<file path="src/rtl/assert_macros.svh">
// Assertion macros used by the top-level RTL file.
// No dependencies.
`ifndef ASSERT_MACROS_SVH
`define ASSERT_MACROS_SVH

// same-cycle implication
`define SWLF_ASSERT_NOW(lbl, clk, rst_n, a, c, msg) \
  lbl: assert property (@(posedge clk) disable iff (!rst_n) (a) |-> (c)) else $error(msg);

// next-cycle implication
`define SWLF_ASSERT_NEXT(lbl, clk, rst_n, a, c, msg) \
  lbl: assert property (@(posedge clk) disable iff (!rst_n) (a) |=> (c)) else $error(msg);

`endif

</file>
<file path="src/rtl/swlf_pkg.sv">
// Package for the sliding window line fit: field widths, defaults, FSM type.
// No dependencies.
`default_nettype none
package swlf_pkg;
  localparam int DEF_WINDOW_SIZE = 6;
  localparam int DEF_TIME_BITS   = 16;
  localparam int DEF_COORD_BITS  = 12;

  localparam int TIME_W  = 16;
  localparam int COORD_W = 12;
  localparam int ICPT_W  = 40;
  localparam int SLOPE_W = 32;
  localparam int ICPT_FRAC  = 8;
  localparam int SLOPE_FRAC = 16;

  localparam int DIV_QB = 41;
  localparam int CNT_W  = 6;
  localparam int NUM_PROD = 7;

  typedef enum logic [2:0] {
    ST_IDLE, ST_SUM, ST_MUL, ST_DELTA, ST_LOAD, ST_DIV, ST_DONE
  } swlf_state_t;

  typedef struct packed {
    logic start;
    logic step;
  } swlf_div_ctl_t;
endpackage
`default_nettype wire

</file>
<file path="src/rtl/swlf_cell.sv">
// One window entry (time, x, y); shifts from its neighbor when enabled.
// Depends on swlf_pkg.
`default_nettype none
module swlf_cell import swlf_pkg::*; #(
  parameter int TB = DEF_TIME_BITS,
  parameter int CB = DEF_COORD_BITS
) (
  input  wire logic          clk,
  input  wire logic          rst_n,
  input  wire logic          shift_en,
  input  wire logic [TB-1:0] t_in,
  input  wire logic [CB-1:0] x_in,
  input  wire logic [CB-1:0] y_in,
  output logic      [TB-1:0] t_r,
  output logic      [CB-1:0] x_r,
  output logic      [CB-1:0] y_r
);
  always_ff @(posedge clk) begin
    if (!rst_n) begin
      t_r <= '0;
      x_r <= '0;
      y_r <= '0;
    end else if (shift_en) begin
      t_r <= t_in;
      x_r <= x_in;
      y_r <= y_in;
    end
  end
endmodule
`default_nettype wire

</file>
<file path="config.mk">
export PLATFORM = sky130hd
export DESIGN_NAME = swlf_cell
export DESIGN_NICKNAME = d
export VERILOG_FILES = /design/src/rtl/assert_macros.svh /design/src/rtl/swlf_pkg.sv /design/src/rtl/swlf_cell.sv
export SDC_FILE = /design/constraint.sdc
export NUM_CORES = 1
export LEC_CHECK = 0
export ABC_CLOCK_PERIOD_IN_PS = 850
export BUFFER_PORTS_ARGS = -buffer_cell sky130_fd_sc_hd__clkbuf_2
export CORE_MARGIN = 3
export CORE_UTILIZATION = 35
export CTS_BUF_LIST = sky130_fd_sc_hd__clkbuf_4 sky130_fd_sc_hd__clkbuf_8
export DETAILED_ROUTE_END_ITERATION = 8
export PLACE_DENSITY = 0.69
export SYNTH_ARGS = -nofsm -noshare
export SYNTH_HDL_FRONTEND = slang
export SYNTH_SLANG_ARGS = --single-unit
</file>
<file path="constraint.sdc">
create_clock -name clk -period 0.85 [get_ports clk]
set_clock_uncertainty 0.1 [all_clocks]
set_input_delay 0.17 -clock clk [delete_from_list [all_inputs] [get_ports clk]]
set_output_delay 0.17 -clock clk [all_outputs]
set_load 0.05 [all_outputs]
</file>
==> out/qor.txt <==
MaxCap Viol Count -> 0
Die Height -> 72.72 um
port bufs -> 82
I/O Pins -> 83
pin count of the biggest net entering global routing -> 23
Pins Over Slew Limit -> 0
Routed WL -> 3828 um
NumNets Final -> 258
placed wire-length estimate -> 2465 um
final global-route overflow total -> 0
row cnt -> 23
Initial Utilization -> 37.59%
HP Class -> in -> reg
sequential cell area -> 850.8 um^2
Syn Inst Count -> 129
Worst Path Arrival -> 0.82 ns
Leak -> 0.001271 uW
outcome -> finished, violations left
synth warn -> 0
WP data required -> 0.58 ns
post-route clock period utilization -> 127.7%
CP top delay family -> flip-flops
GPL Wtd Cong -> 0.6778
DR iter-0 viols -> 23
Metal-1 WL -> 1473 um
Max Used Layer -> met4
antenna violations before repair -> 0
CP endpoint kind -> output pin
Worst-path clk slew -> 0.07 ns
Critical Path Start Type -> flop
post-place instance area -> 2090 um^2
crit path max-delay cell type -> dfxtp_2
Final Setup Violations -> 40
first-pass GRT wire length -> 6141 um
Fin. Hold Viols -> 0
area leader, netlist -> dfxtp_1
TritonRoute pass-1 iters -> 2
RSZ-0062 raised after global routing -> true
post-route cell area -> 2723 um^2
Remaining DRCs -> 0
vias in the first global route -> 1314
Die ar. -> 5287 um^2
pre-CTS setup slack -> -0.1836 ns
Synth top area share -> 51.41%
CORE AREA -> 4144 um^2
Final min period -> 1.085 ns
Synth area leaders -> dfxtp_1 51%, mux2i_1 26%, nor2b_1 16%
layout cells sized above 1 -> 62.79%
# diodes -> 0
Wirelength per Cell -> 14.45 um
P&R area growth vs syn -> 74.78%
Avg Cell Area, Syn -> 12.08 um^2
failing checks -> negative setup slack
antenna-violating nets left -> 0
Pwr Density -> 1661 nW/um^2
Power Total -> 4524 uW
crit-path max cell delay -> 0.36 ns
worst-margin pin slew -> 0.1536 ns
Cell Area, Synth -> 1558 um^2
fill count -> 327
Max H-tree Level -> 2
crit-path max FO -> 2
post-synth cell types -> 6
Max IR drop VDD -> 889.5 uV
cts hold-fix bufs -> 0
met2 WL -> 1998 um
hold slack final -> 0.04358 ns
Root Driver -> clkbuf_8
clk buf depth -> 2
final worst slack -> -0.2354 ns
critical path class -> reg -> out
chip width -> 72.72 um
later-pin clock latency in the skew report -> 0.28 ns
CTS buffer count -> 5
global router's overall resource usage -> 15.36%
sequential share of the synthesized area -> 51.41%
Via density -> 4.521
Post-Synthesis Net Count -> 172
CP bufs+invs -> 1
#FFs+latches synth -> 40
clk sink count -> 40
vias post-DR -> 1198
footprint of the multi-input gates -> 650.6 um^2
CTS tree -> built
CP Cell Sequence -> clkbuf_16
Worst slew margin -> 89.47%
DR WL met3 -> 317 um
fmax -> 921.4 MHz
## worst register-to-register path, stage by stage (launching register included)
cell,delay (ns)
dfxtp_2,0.34
buf_6,0.11
mux2i_1,0.13
nor2b_1,0.06
## per-layer routing
| metal | global-route usage, % | vias up |
|---|---|---|
| met5 | 0 | - |
| li1 | - | 592 |
| met1 | 16.97 | 553 |
| met4 | 5.533 | 0 |
| met3 | 6.612 | 4 |
| met2 | 26.15 | 49 |
## synthesized netlist by cell type, drive strengths merged
| cell | instances |
|---|---|
| buf | 5 |
| nor2b | 40 |
| clkbuf | 4 |
| dfxtp | 40 |
| mux2i | 40 |
## flip-flops by register name (all words and copies together), names as in the netlist
register / count
t_r: 16
x_r: 12
y_r: 12
## per-stage QoR
step	utilization, %	setup TNS (ns)	instances
3_5_place_dp	50.42	-6.404	257
2_1_floorplan	-	0	129
6_report	65.70	-8.234	265
4_1_cts	64.89	-9.137	265
3_3_place_gp	50.42	-5.716	257
5_1_grt	65.70	-9.601	265
## cell type report
class	instances	share of cell area, %
clock buffer	6	2.803
multi-input combinational	80	23.90
timing repair buffer	88	39.57
sequential	40	31.25
clock inverter	1	0.1838
tap	50	2.298
## path summary, 6_finish.rpt
path         slack (ns)      from      end  depth (start not counted)
max               -0.24    t_r[2]   t_r[2]                          1
min                0.04  t_in[11]  t_r[11]                          3
max reg2reg        0.01    y_r[9]   y_r[9]                          3
min reg2reg        0.43    y_r[8]   y_r[8]                          2
## report_power, final
part	switching (uW)	total, uW	internal, uW
Clock	598	1190	589
Sequential	106	2120	2010
Combinational	606	1220	613
Total	1310	4520	3210
## kinds of logic (layout without fill, tap and decap cells)
| kind of cell | count (synthesis) | count (layout) | share of synthesized area [%] |
|---|---|---|---|
| buffers and inverters | 9 | 95 | 6.827 |
| DFF | 40 | 40 | 51.41 |
| muxes | 40 | 40 | 25.70 |
| and+or+nand+nor | 40 | 40 | 16.06 |
## cells in the final DEF, fill, tap and decap left out, types with 5 or more instances in the layout
cell type	n
nor2b_1	40
clkbuf_2	42
buf_8	24
clkbuf_8	5
buf_12	6
clkbuf_16	15
dfxtp_2	40
mux2i_1	40
## repair_timing
| item | 4_1_cts | 5_1_grt |
|---|---|---|
| setup buffers | 1 | 0 |
| endpoints found under the setup margin | 40 | 41 |
| gates resized for setup | 93 | 25 |
| endpoints found under the hold margin | 0 | 0 |
Note: power is estimated with default switching activity, not from simulation.
